==> src/design/bmrf_pkg.sv <==
package bmrf_pkg;

  localparam int DEF_FIFO_DEPTH   = 16;
  localparam int DEF_READER_SLOTS = 4;
  localparam int DEF_WORD_BITS    = 32;

  localparam int KIND_BITS   = 2;
  localparam int READER_BITS = 2;
  localparam int STATUS_BITS = 3;

  typedef logic [KIND_BITS-1:0]   kind_t;
  typedef logic [STATUS_BITS-1:0] status_t;

  localparam kind_t KIND_PUSH  = 2'd0;
  localparam kind_t KIND_POP   = 2'd1;
  localparam kind_t KIND_SUB   = 2'd2;
  localparam kind_t KIND_UNSUB = 2'd3;

  localparam status_t ST_OK      = 3'd0;
  localparam status_t ST_EMPTY   = 3'd1;
  localparam status_t ST_FULL    = 3'd2;
  localparam status_t ST_DROPPED = 3'd3;
  localparam status_t ST_NOT_SUB = 3'd4;
  localparam status_t ST_ALREADY = 3'd5;

  typedef struct packed {
    kind_t                  kind;
    logic [READER_BITS-1:0] reader;
    logic                   reader_ok;
  } cmd_t;

  localparam int CMD_BITS = $bits(cmd_t);

endpackage

==> src/design/broadcast_multi_reader_fifo.sv <==
// channel  dir  tdata (low bit up)                          tuser
// in_      in   reader[1:0], push_word[WORD_BITS], zero pad  kind[1:0]
// out_     out  status[2:0], read_word[WORD_BITS],           -
//               unread_left[clog2(FIFO_DEPTH+1)], zero pad
// a beat passes an input register and a two-entry command queue, then the
// executing sequencer: push, subscribe, unsubscribe and refused pop go IDLE to OUT;
// a pop that reads passes RDATA for the registered ring read; OUT holds each result.
// input side accepts while a result waits, until queue and input register are full.
// reset clears pointers, counts and reader flags; ring contents are not cleared.
module broadcast_multi_reader_fifo #(
  parameter int FIFO_DEPTH   = bmrf_pkg::DEF_FIFO_DEPTH,
  parameter int READER_SLOTS = bmrf_pkg::DEF_READER_SLOTS,
  parameter int WORD_BITS    = bmrf_pkg::DEF_WORD_BITS,
  localparam int CW          = $clog2(FIFO_DEPTH + 1),
  localparam int IN_BITS     = ((bmrf_pkg::READER_BITS + WORD_BITS + 7) / 8) * 8,
  localparam int OUT_BITS    = ((bmrf_pkg::STATUS_BITS + WORD_BITS + CW + 7) / 8) * 8
) (
  input  logic                            clk,
  input  logic                            rst_n,
  input  logic                            in_tvalid,
  output logic                            in_tready,
  input  logic [IN_BITS-1:0]              in_tdata,  // reader, push_word
  input  logic [bmrf_pkg::KIND_BITS-1:0]  in_tuser,  // kind
  output logic                            out_tvalid,
  input  logic                            out_tready,
  output logic [OUT_BITS-1:0]             out_tdata  // status, read_word, unread_left
);
  import bmrf_pkg::*;

  localparam int Q_BITS  = CMD_BITS + WORD_BITS;
  localparam int PAD_OUT = OUT_BITS - STATUS_BITS - WORD_BITS - CW;

  logic                 f_valid, f_ready;
  cmd_t                 f_cmd;
  logic [WORD_BITS-1:0] f_word;
  logic [Q_BITS-1:0]    q_dout;
  logic                 b_valid, b_ready;
  cmd_t                 b_cmd;
  logic [WORD_BITS-1:0] b_word;
  status_t              r_status;
  logic [WORD_BITS-1:0] r_word;
  logic [CW-1:0]        r_unread;

  bmrf_front #(
    .READER_SLOTS (READER_SLOTS),
    .WORD_BITS    (WORD_BITS)
  ) u_front (
    .clk       (clk),
    .rst_n     (rst_n),
    .in_valid  (in_tvalid),
    .in_ready  (in_tready),
    .in_kind   (in_tuser),
    .in_reader (in_tdata[READER_BITS-1:0]),
    .in_word   (in_tdata[READER_BITS +: WORD_BITS]),
    .out_valid (f_valid),
    .out_ready (f_ready),
    .out_cmd   (f_cmd),
    .out_word  (f_word)
  );

  bmrf_cmd_queue #(
    .WIDTH (Q_BITS)
  ) u_queue (
    .clk      (clk),
    .rst_n    (rst_n),
    .wr_valid (f_valid),
    .wr_ready (f_ready),
    .wr_data  ({f_word, f_cmd}),
    .rd_valid (b_valid),
    .rd_ready (b_ready),
    .rd_data  (q_dout)
  );

  assign b_cmd  = cmd_t'(q_dout[CMD_BITS-1:0]);
  assign b_word = q_dout[CMD_BITS +: WORD_BITS];

  bmrf_back #(
    .FIFO_DEPTH   (FIFO_DEPTH),
    .READER_SLOTS (READER_SLOTS),
    .WORD_BITS    (WORD_BITS),
    .CW           (CW)
  ) u_back (
    .clk        (clk),
    .rst_n      (rst_n),
    .cmd_valid  (b_valid),
    .cmd_ready  (b_ready),
    .cmd        (b_cmd),
    .cmd_word   (b_word),
    .res_valid  (out_tvalid),
    .res_ready  (out_tready),
    .res_status (r_status),
    .res_word   (r_word),
    .res_unread (r_unread)
  );

  generate
    if (PAD_OUT > 0) begin : g_pad
      assign out_tdata = {{PAD_OUT{1'b0}}, r_unread, r_word, r_status};
    end else begin : g_nopad
      assign out_tdata = {r_unread, r_word, r_status};
    end
  endgenerate

endmodule

==> src/design/bmrf_front.sv <==
module bmrf_front #(
  parameter int READER_SLOTS = 4,
  parameter int WORD_BITS    = 32
) (
  input  logic                                 clk,
  input  logic                                 rst_n,
  input  logic                                 in_valid,
  output logic                                 in_ready,
  input  bmrf_pkg::kind_t                      in_kind,
  input  logic [bmrf_pkg::READER_BITS-1:0]     in_reader,
  input  logic [WORD_BITS-1:0]                 in_word,
  output logic                                 out_valid,
  input  logic                                 out_ready,
  output bmrf_pkg::cmd_t                       out_cmd,
  output logic [WORD_BITS-1:0]                 out_word
);
  import bmrf_pkg::*;

  logic                 vld_r;
  cmd_t                 cmd_r;
  logic [WORD_BITS-1:0] word_r;

  assign in_ready  = !vld_r || out_ready;
  assign out_valid = vld_r;
  assign out_cmd   = cmd_r;
  assign out_word  = word_r;

  always_ff @(posedge clk) begin
    if (!rst_n) begin
      vld_r <= 1'b0;
    end else if (in_ready) begin
      vld_r <= in_valid;
    end
  end

  // classify the beat: slot in range or not
  always_ff @(posedge clk) begin
    if (in_valid && in_ready) begin
      cmd_r.kind      <= in_kind;
      cmd_r.reader    <= in_reader;
      cmd_r.reader_ok <= (int'(in_reader) < READER_SLOTS);
      word_r          <= in_word;
    end
  end

endmodule

==> src/design/bmrf_cmd_queue.sv <==
module bmrf_cmd_queue #(
  parameter int WIDTH = 8
) (
  input  logic             clk,
  input  logic             rst_n,
  input  logic             wr_valid,
  output logic             wr_ready,
  input  logic [WIDTH-1:0] wr_data,
  output logic             rd_valid,
  input  logic             rd_ready,
  output logic [WIDTH-1:0] rd_data
);

  logic [WIDTH-1:0] entry_r [2];
  logic             wr_ptr_r;
  logic             rd_ptr_r;
  logic [1:0]       count_r;
  logic             push;
  logic             pop;

  assign wr_ready = (count_r != 2'd2);
  assign rd_valid = (count_r != 2'd0);
  assign rd_data  = entry_r[rd_ptr_r];
  assign push     = wr_valid && wr_ready;
  assign pop      = rd_valid && rd_ready;

  always_ff @(posedge clk) begin
    if (!rst_n) begin
      wr_ptr_r <= 1'b0;
      rd_ptr_r <= 1'b0;
      count_r  <= 2'd0;
    end else begin
      if (push) begin
        wr_ptr_r <= !wr_ptr_r;
      end
      if (pop) begin
        rd_ptr_r <= !rd_ptr_r;
      end
      if (push && !pop) begin
        count_r <= count_r + 2'd1;
      end else if (pop && !push) begin
        count_r <= count_r - 2'd1;
      end
    end
  end

  always_ff @(posedge clk) begin
    if (push) begin
      entry_r[wr_ptr_r] <= wr_data;
    end
  end

endmodule

==> src/design/bmrf_back.sv <==
module bmrf_back #(
  parameter int FIFO_DEPTH   = 16,
  parameter int READER_SLOTS = 4,
  parameter int WORD_BITS    = 32,
  parameter int AW           = $clog2(FIFO_DEPTH),
  parameter int CW           = $clog2(FIFO_DEPTH + 1)
) (
  input  logic                       clk,
  input  logic                       rst_n,
  input  logic                       cmd_valid,
  output logic                       cmd_ready,
  input  bmrf_pkg::cmd_t             cmd,
  input  logic [WORD_BITS-1:0]       cmd_word,
  output logic                       res_valid,
  input  logic                       res_ready,
  output bmrf_pkg::status_t          res_status,
  output logic [WORD_BITS-1:0]       res_word,
  output logic [CW-1:0]              res_unread
);
  import bmrf_pkg::*;

  localparam logic [1:0] S_IDLE  = 2'd0;
  localparam logic [1:0] S_RDATA = 2'd1;
  localparam logic [1:0] S_OUT   = 2'd2;

  logic [1:0]              state_r, state_nxt;
  logic [WORD_BITS-1:0]    ring_mem [FIFO_DEPTH];
  logic [WORD_BITS-1:0]    rd_data_r;
  logic [AW-1:0]           wp_r, wp_nxt;
  logic [CW-1:0]           held_r, held_nxt;
  logic [READER_SLOTS-1:0] active_r, active_nxt;
  logic [CW-1:0]           unread_r   [READER_SLOTS];
  logic [CW-1:0]           unread_nxt [READER_SLOTS];
  status_t                 status_r, status_nxt;
  logic [WORD_BITS-1:0]    word_r;
  logic [CW-1:0]           left_r, left_nxt;

  logic                    take;
  logic [READER_SLOTS-1:0] sel;
  logic                    act_sel;
  logic [CW-1:0]           unread_sel;
  logic [CW-1:0]           unread_dec;
  logic [CW-1:0]           max_other;
  logic                    any_act;
  logic [CW:0]             pos_ext;
  logic [AW-1:0]           rd_addr;
  logic                    wr_en;
  logic                    rd_en;

  assign take       = cmd_valid && (state_r == S_IDLE);
  assign cmd_ready  = (state_r == S_IDLE);
  assign res_valid  = (state_r == S_OUT);
  assign res_status = status_r;
  assign res_word   = word_r;
  assign res_unread = left_r;
  assign any_act    = |active_r;
  assign unread_dec = unread_sel - 1'b1;

  // slot select and slowest other reader
  always_comb begin
    sel        = '0;
    act_sel    = 1'b0;
    unread_sel = '0;
    max_other  = '0;
    for (int i = 0; i < READER_SLOTS; i++) begin
      sel[i] = cmd.reader_ok && (int'(cmd.reader) == i);
      if (sel[i]) begin
        act_sel    = active_r[i];
        unread_sel = unread_r[i];
      end
      if (!sel[i] && active_r[i] && unread_r[i] > max_other) begin
        max_other = unread_r[i];
      end
    end
  end

  // read position is write point minus unread count
  always_comb begin
    pos_ext = (CW+1)'(wp_r) - (CW+1)'(unread_sel);
    if (pos_ext[CW]) begin
      pos_ext = pos_ext + (CW+1)'(FIFO_DEPTH);
    end
    rd_addr = pos_ext[AW-1:0];
  end

  always_comb begin
    state_nxt  = state_r;
    wp_nxt     = wp_r;
    held_nxt   = held_r;
    active_nxt = active_r;
    unread_nxt = unread_r;
    status_nxt = status_r;
    left_nxt   = left_r;
    wr_en      = 1'b0;
    rd_en      = 1'b0;
    unique case (state_r)
      S_IDLE: begin
        if (take) begin
          status_nxt = ST_OK;
          state_nxt  = S_OUT;
          unique case (cmd.kind)
            KIND_PUSH: begin
              if (!any_act) begin
                status_nxt = ST_DROPPED;
              end else if (held_r >= CW'(FIFO_DEPTH)) begin
                status_nxt = ST_FULL;
              end else begin
                wr_en    = 1'b1;
                wp_nxt   = (wp_r == AW'(FIFO_DEPTH - 1)) ? '0 : wp_r + 1'b1;
                held_nxt = held_r + 1'b1;
                for (int i = 0; i < READER_SLOTS; i++) begin
                  if (active_r[i] && unread_r[i] < CW'(FIFO_DEPTH)) begin
                    unread_nxt[i] = unread_r[i] + 1'b1;
                  end
                end
              end
            end
            KIND_POP: begin
              if (!act_sel) begin
                status_nxt = ST_NOT_SUB;
              end else if (unread_sel == '0) begin
                status_nxt = ST_EMPTY;
              end else begin
                rd_en     = 1'b1;
                state_nxt = S_RDATA;
                for (int i = 0; i < READER_SLOTS; i++) begin
                  if (sel[i]) begin
                    unread_nxt[i] = unread_dec;
                  end
                end
                if (max_other <= unread_dec && held_r != '0) begin
                  held_nxt = held_r - 1'b1;
                end
              end
            end
            KIND_SUB: begin
              if (!cmd.reader_ok) begin
                status_nxt = ST_NOT_SUB;
              end else if (act_sel) begin
                status_nxt = ST_ALREADY;
              end else begin
                for (int i = 0; i < READER_SLOTS; i++) begin
                  if (sel[i]) begin
                    active_nxt[i] = 1'b1;
                    unread_nxt[i] = (held_r == '0) ? '0 : CW'(1);
                  end
                end
              end
            end
            KIND_UNSUB: begin
              if (!act_sel) begin
                status_nxt = ST_NOT_SUB;
              end else begin
                if (max_other <= unread_sel) begin
                  held_nxt = max_other;
                end
                for (int i = 0; i < READER_SLOTS; i++) begin
                  if (sel[i]) begin
                    active_nxt[i] = 1'b0;
                    unread_nxt[i] = '0;
                  end
                end
              end
            end
          endcase
          left_nxt = '0;
          for (int i = 0; i < READER_SLOTS; i++) begin
            if (sel[i] && active_nxt[i]) begin
              left_nxt = unread_nxt[i];
            end
          end
        end
      end
      S_RDATA: begin
        state_nxt = S_OUT;
      end
      S_OUT: begin
        if (res_ready) begin
          state_nxt = S_IDLE;
        end
      end
      default: begin
        state_nxt = S_IDLE;
      end
    endcase
  end

  always_ff @(posedge clk) begin
    if (!rst_n) begin
      state_r  <= S_IDLE;
      wp_r     <= '0;
      held_r   <= '0;
      active_r <= '0;
      for (int i = 0; i < READER_SLOTS; i++) begin
        unread_r[i] <= '0;
      end
    end else begin
      state_r  <= state_nxt;
      wp_r     <= wp_nxt;
      held_r   <= held_nxt;
      active_r <= active_nxt;
      unread_r <= unread_nxt;
    end
  end

  always_ff @(posedge clk) begin
    status_r <= status_nxt;
    left_r   <= left_nxt;
    if (take) begin
      word_r <= '0;
    end else if (state_r == S_RDATA) begin
      word_r <= rd_data_r;
    end
  end

  // ring storage
  always_ff @(posedge clk) begin
    if (wr_en) begin
      ring_mem[wp_r] <= cmd_word;
    end
    if (rd_en) begin
      rd_data_r <= ring_mem[rd_addr];
    end
  end

`ifndef SYNTHESIS
  a_held_bound: assert property (@(posedge clk) disable iff (!rst_n)
    held_r <= CW'(FIFO_DEPTH))
    else $error("held count above depth");

  a_idle_empty: assert property (@(posedge clk) disable iff (!rst_n)
    !(|active_r) |-> (held_r == '0))
    else $error("words held with no reader subscribed");

  a_rdata_out: assert property (@(posedge clk) disable iff (!rst_n)
    (state_r == S_RDATA) |=> (state_r == S_OUT))
    else $error("pop read data not turned into a result");

  for (genvar g = 0; g < READER_SLOTS; g++) begin : g_chk
    a_unread_held: assert property (@(posedge clk) disable iff (!rst_n)
      active_r[g] |-> (unread_r[g] <= held_r))
      else $error("reader unread count beyond held words");
  end
`endif

endmodule

==> config.mk <==
export PLATFORM = sky130hd
export DESIGN_NAME = broadcast_multi_reader_fifo
export DESIGN_NICKNAME = d
export VERILOG_FILES = /design/src/design/bmrf_pkg.sv /design/src/design/broadcast_multi_reader_fifo.sv /design/src/design/bmrf_front.sv /design/src/design/bmrf_cmd_queue.sv /design/src/design/bmrf_back.sv
export SDC_FILE = /design/constraint.sdc
export NUM_CORES = 1
export LEC_CHECK = 0
export ABC_AREA = 1
export BUFFER_PORTS_ARGS = -buffer_cell sky130_fd_sc_hd__buf_2
export CORE_MARGIN = 2
export CORE_UTILIZATION = 45
export CTS_CLUSTER_DIAMETER = 50
export DETAILED_ROUTE_END_ITERATION = 16
export GPL_TIMING_DRIVEN = 0
export PLACE_DENSITY = 0.73
export SETUP_SLACK_MARGIN = 0.15
export SLEW_MARGIN = 15
export SYNTH_ARGS = -nofsm -noshare
export SYNTH_HDL_FRONTEND = slang
export SYNTH_HIERARCHICAL = 1
export SYNTH_SLANG_ARGS = --single-unit
==> constraint.sdc <==
create_clock -name clk -period 8.1 [get_ports clk]
set_input_delay 1.62 -clock clk [delete_from_list [all_inputs] [get_ports clk]]
set_output_delay 1.62 -clock clk [all_outputs]
set_load 0.01 [all_outputs]
# Word-level counts from Yosys, hierarchy flattened
# Memory sizes are Yosys's and may differ from the RTL's. A register that Yosys moved wholly into a read port is not among the register bits.
# Cells that the tools add are included.
# totals
regBits	116
latchBits	0
mem_bits_rw	584
romBits	0
input_bits	46
output_inout_bits	42
mem_count	2
# op_classes
n_addsub	12
mul	0
div	0
order_cmp	11
eq_ne	19
n_shift	0
mux	97
bitwise	1
reduce_logical	50
# mem_list
name	words	width	read_ports	rd_ports_with_merged_regs	write_ports	line	text
u_back.ring_mem	16	32	1	1	1	bmrf_back.sv:27	logic [WORD_BITS-1:0] ring_mem [FIFO_DEPTH];
u_queue.entry_r	2	36	1	1	1	bmrf_cmd_queue.sv:14	logic [WIDTH-1:0] entry_r [2];
# op_table
op	count
$mux W5	35
$mux W20	7
$pmux W20 S4	1
$mux W1	30
$mux W4	7
$add A5 B1 Y5 const B	5
$logic_and A1 B1 Y1	22
$lt A5 B5 Y1 const B	4
$mux W2	8
$gt A5 B5 Y1	3
$mux W3	5
$pmux W5 S3	1
$ne A2 B1 Y1 const B	7
$pmux W3 S4	1
$eq A2 B2 Y1 const B	5
$le A5 B5 Y1	2
$logic_not A5 Y1	2
$reduce_and A10 Y1	1
$sub A5 B1 Y5 const B	2
$logic_not A1 Y1	9
$add A4 B1 Y4 const B	2
$pmux W4 S2	1
$eq A2 B1 Y1 const B	3
$logic_not A2 Y1	3
17 further kinds	24

# Depth between registers and ports, before layout
# logic_depth
ltp_word	21
ltp_mapped	47

# Modules after synthesis
# Netlist, hierarchy kept.
# by_module_without_submodules
mod	instances	cells_per_inst	area_each_um2	seq_area_each_um2
bmrf_back	1	2271	26266.4	17917.2
bmrf_cmd_queue	1	152	3062.9	2322.2
bmrf_front	1	45	1143.6	1101.1

# Worst setup path after synthesis
# No wires, ideal clock.
# synth_path
kind	register -> register
start	register (tool-made name)
end	register u_back.held_r[0]
setup_ns	0.118
arrival_time_ns	5.654
required_ns	7.982
setup_slack_ns	2.328
stages_incl_launch_ff	44
period_less_slack_ns	5.772
path_cell_list	dfxtp_1 buf_6 buf_12 mux2_4 nand3_2 buf_6 nand4_2 ha_1 nand2_1 nor2_1 nand2_1 nand3_1 nand2_4 o21ai_0 inv_1 ha_1 nand3_1 inv_1 [... 8 more ...] nand3_1 o21ai_0 nor2_1 nand2_1 inv_1 nand2_1 and2_1 ha_1 inv_1 o21bai_1 a21oi_1 nor2_1 o22ai_1 nand2_1 a21oi_2 nand3_2 a21oi_1 a21oi_2
# synth_rtl
item	line	text
end signal, assigned	bmrf_back.sv:200	held_r <= held_nxt;
end, declared	bmrf_back.sv:30	logic [CW-1:0] held_r, held_nxt;

==> flow_summary.json <==
{
  "arrival_ns": 7.74,
  "clock_path_buffers": 3,
  "seq_area_frac_synth": 0.700,
  "antenna_found_initial": 2,
  "synth_compound_area_frac": 0.129,
  "synth_edf_count": 662,
  "die-height_um": 264,
  "finalSetupViolCount": 0,
  "drc_errors": 0,
  "critical_path_class": "flop to flop",
  "ios": 88,
  "wl_met2_um": 40600,
  "synth_cell_types": 53,
  "synth_flop_cell": "edfxtp_1",
  "synthArstFlopShare": 0,
  "cap_violations": 0,
  "leakagePower_uw": 0.0121,
  "hp-class": "flop to flop",
  "cp-start-kind": "flop",
  "synth.ff_latch_count": 735,
  "final_common_cell": "edfxtp_1",
  "synthesis.area_sq_um": 30500,
  "power_density_nw_per_um2": 412,
  "dr_total_vias": 21500,
  "fin_crit_ns": 7.22,
  "fp.dieArea_sq_um": 69800,
  "most-common-layout-cells": "edfxtp_1, o21ai_0, nor2_1, nand2_1, clkbuf_1",
  "slew_violations": 0,
  "overflow": 0,
  "synthXorXnorAreaFrac": 0.00168,
  "clock_skew_ns": 0.0414,
  "place.gp.congestion": 0.966,
  "clkSinkCount": 735,
  "netlist_top_cells_area": "edfxtp_1, o21ai_0, dfxtp_1, nor2_1, nand2_1",
  "report.final.hold_viol_count": 0,
  "cts_tree": "built",
  "final_util": 0.526,
  "dr_wl_met3_um": 9290,
  "track_usage": 0.246,
  "synthMuxAreaShare": 0.0174,
  "viasPerCell": 6.00,
  "max_slew_margin": 0.212,
  "htree_levels": 3,
  "vdd_ir_drop_max_uv": 212,
  "wl_per_cell_um": 24.2,
  "path_max_fanout": 10,
  "fp.dieW_um": 264,
  "ff2ff_setup_slack_ns": 0.88,
  "grt_pass1_vias": 21000,
  "critPathRequiredTime_ns": 8.63,
  "setup_tns_ns": 0,
  "start_util": 0.454,
  "grt_pass1_wl_um": 128000,
  "synth_fa_ha_area_frac": 0.0173,
  "max_stage_delay_ns": 0.53,
  "yosysTopAreaCell": "edfxtp_1",
  "synth_top_cell_area_share": 0.652,
  "num_rows": 95,
  "cts_hold_buf": 0,
  "cts_resized": 0,
  "drtPass1Iterations": 6,
  "highest_layer": "met5",
  "numCtsBuffers": 79,
  "clock-root-buffer": "clkbuf_16",
  "path_clk_slew_ns": 0.06,
  "endpoint_kind": "flop",
  "drtIter0Drc": 2870,
  "synth_nets": 2555,
  "diodes": 0,
  "grt_setup_unrepaired": "false",
  "cp_slowest_cell": "o311ai_0",
  "cts_setup_buffers": 0,
  "tightest_slew_ns": 1.18,
  "synth_cells": 2468,
  "synth_top_family_by_area": "compound AO/OA/AOI/OAI gates",
  "wirelength_met1_um": 33100,
  "drive_gt1_frac": 0.128,
  "clk_latency_ns": 0.65,
  "drt-total-wl_um": 87000,
  "crit_top_cell": "nand2_1",
  "avgSynthCellArea_sq_um": 12.3,
  "outcome": "complete, no violations",
  "grt_max_degree": 23,
  "synth_simple_gate_area_share": 0.0983,
  "core_area_sq_um": 67200,
  "synth.yosys.warnings": 6,
  "layout.nets": 2738,
  "ant_nets": 0,
  "clock.fmax_mhz": 139,
  "port-buffer-count": 81,
  "hpwlAfterDp_um": 60100,
  "post-route-period-util": 0.891,
  "syn2layout_area_growth_pct": 15.8
}
## flip-flops by register name, summed over array words and instances, names as in the netlist, 5 cells and up, named ones only
name / count
u_back/ring_mem: 512
u_back/held_r: 5
u_back/rd_data_r: 32
u_back/res_word: 32
u_back/unread_r: 20
u_front/out_word: 32
u_back/res_unread: 5
u_queue/entry_r: 74
## power breakdown
part / switching, uW / total [uW] / internal (uW)
Clock: 1510 / 3580 / 2070
Sequential: 132 / 4790 / 4660
Combinational: 4520 / 6190 / 1670
Total: 6160 / 14600 / 8400
## cell usage after synthesis, types with 2 or more instances
cell / instances
a211oi_1: 3
a21oi_1: 73
a21oi_2: 4
and2_1: 9
buf_1: 5
buf_12: 3
buf_2: 6
buf_6: 2
clkbuf_1: 117
clkinv_1: 5
dfxtp_1: 73
edfxtp_1: 662
fa_1: 2
ha_1: 39
inv_1: 114
inv_2: 14
mux2_2: 7
mux2_4: 30
nand2_1: 201
nand2_2: 7
nand2_4: 2
nand3_1: 112
nand3_2: 6
nand3b_1: 3
nand4_1: 16
nand4_2: 3
nor2_1: 321
nor2_2: 2
nor2_4: 4
nor3_1: 4
o211ai_1: 39
o21ai_0: 412
o21ai_1: 10
o21ai_2: 3
o21bai_1: 2
o221ai_1: 65
o22ai_1: 69
o311ai_0: 2
xor2_1: 3
## final cells by class
cell class | instances | area, sq um
fill | 5453 | 31900
sequential | 735 | 21300
clock buffer | 103 | 2150
multi-input combinational | 1465 | 8200
buffer | 135 | 583
inverter | 133 | 499
tap | 873 | 1090
clock inverter | 44 | 494
timing repair buffer | 102 | 931
## cells by family (layout without fill, tap and decap cells)
family                     after synthesis  count (layout)
AOI/OAI and AO/OA                      687             687
xor gates and xnor gates                 5               5
adders and majority gates               41              41
buffers and inverters                  268             517
DFF                                    735             735
muxes                                   37              37
other                                    1               1
and+or+nand+nor                        694             694
## per-layer routing
| metal | vias to the layer above | GRT usage |
|---|---|---|
| li1 | 9472 | - |
| met1 | 10500 | 0.324 |
| met5 | - | 0 |
| met3 | 237 | 0.0505 |
| met4 | 2 | 0.119 |
| met2 | 1347 | 0.391 |
## worst paths after layout
kind / startpoint / end / depth (start not counted)
worst max register to register: flop / u_back/held_r[0] / 38
worst min register to register: u_front/out_word[17] / u_queue/entry_r[1][22] / 0
worst min-delay path: u_front/out_word[17] / u_queue/entry_r[1][22] / 0
worst max-delay path: flop / u_back/held_r[0] / 38
## critical path, delay by kind of cell, from the launching register on
family	cells	cell delay [ns]
multiplexers	1	0.35
adder cells (fa/ha/maj)	4	1.30
buffers and inverters	7	0.97
AO/OA/AOI/OAI	5	1.36
flip-flops	1	0.33
AND/OR/NAND/NOR	21	2.81
## stage by stage
stage	instance area (sq um)	total power, uW	worst slack (ns)	hold WS (ns)	std cells
3_5_place_dp	32700	10800	0.981	0.431	3443
2_1_floorplan	30500	8510	2.33	0.421	2468
5_1_grt	35300	15200	0.394	0.451	3590
6_report	35300	14600	0.882	0.443	3590
4_1_cts	35300	14400	0.962	0.445	3590
3_3_place_gp	32000	10600	1.11	0.422	3422
Power figures use the tool's default switching activity.
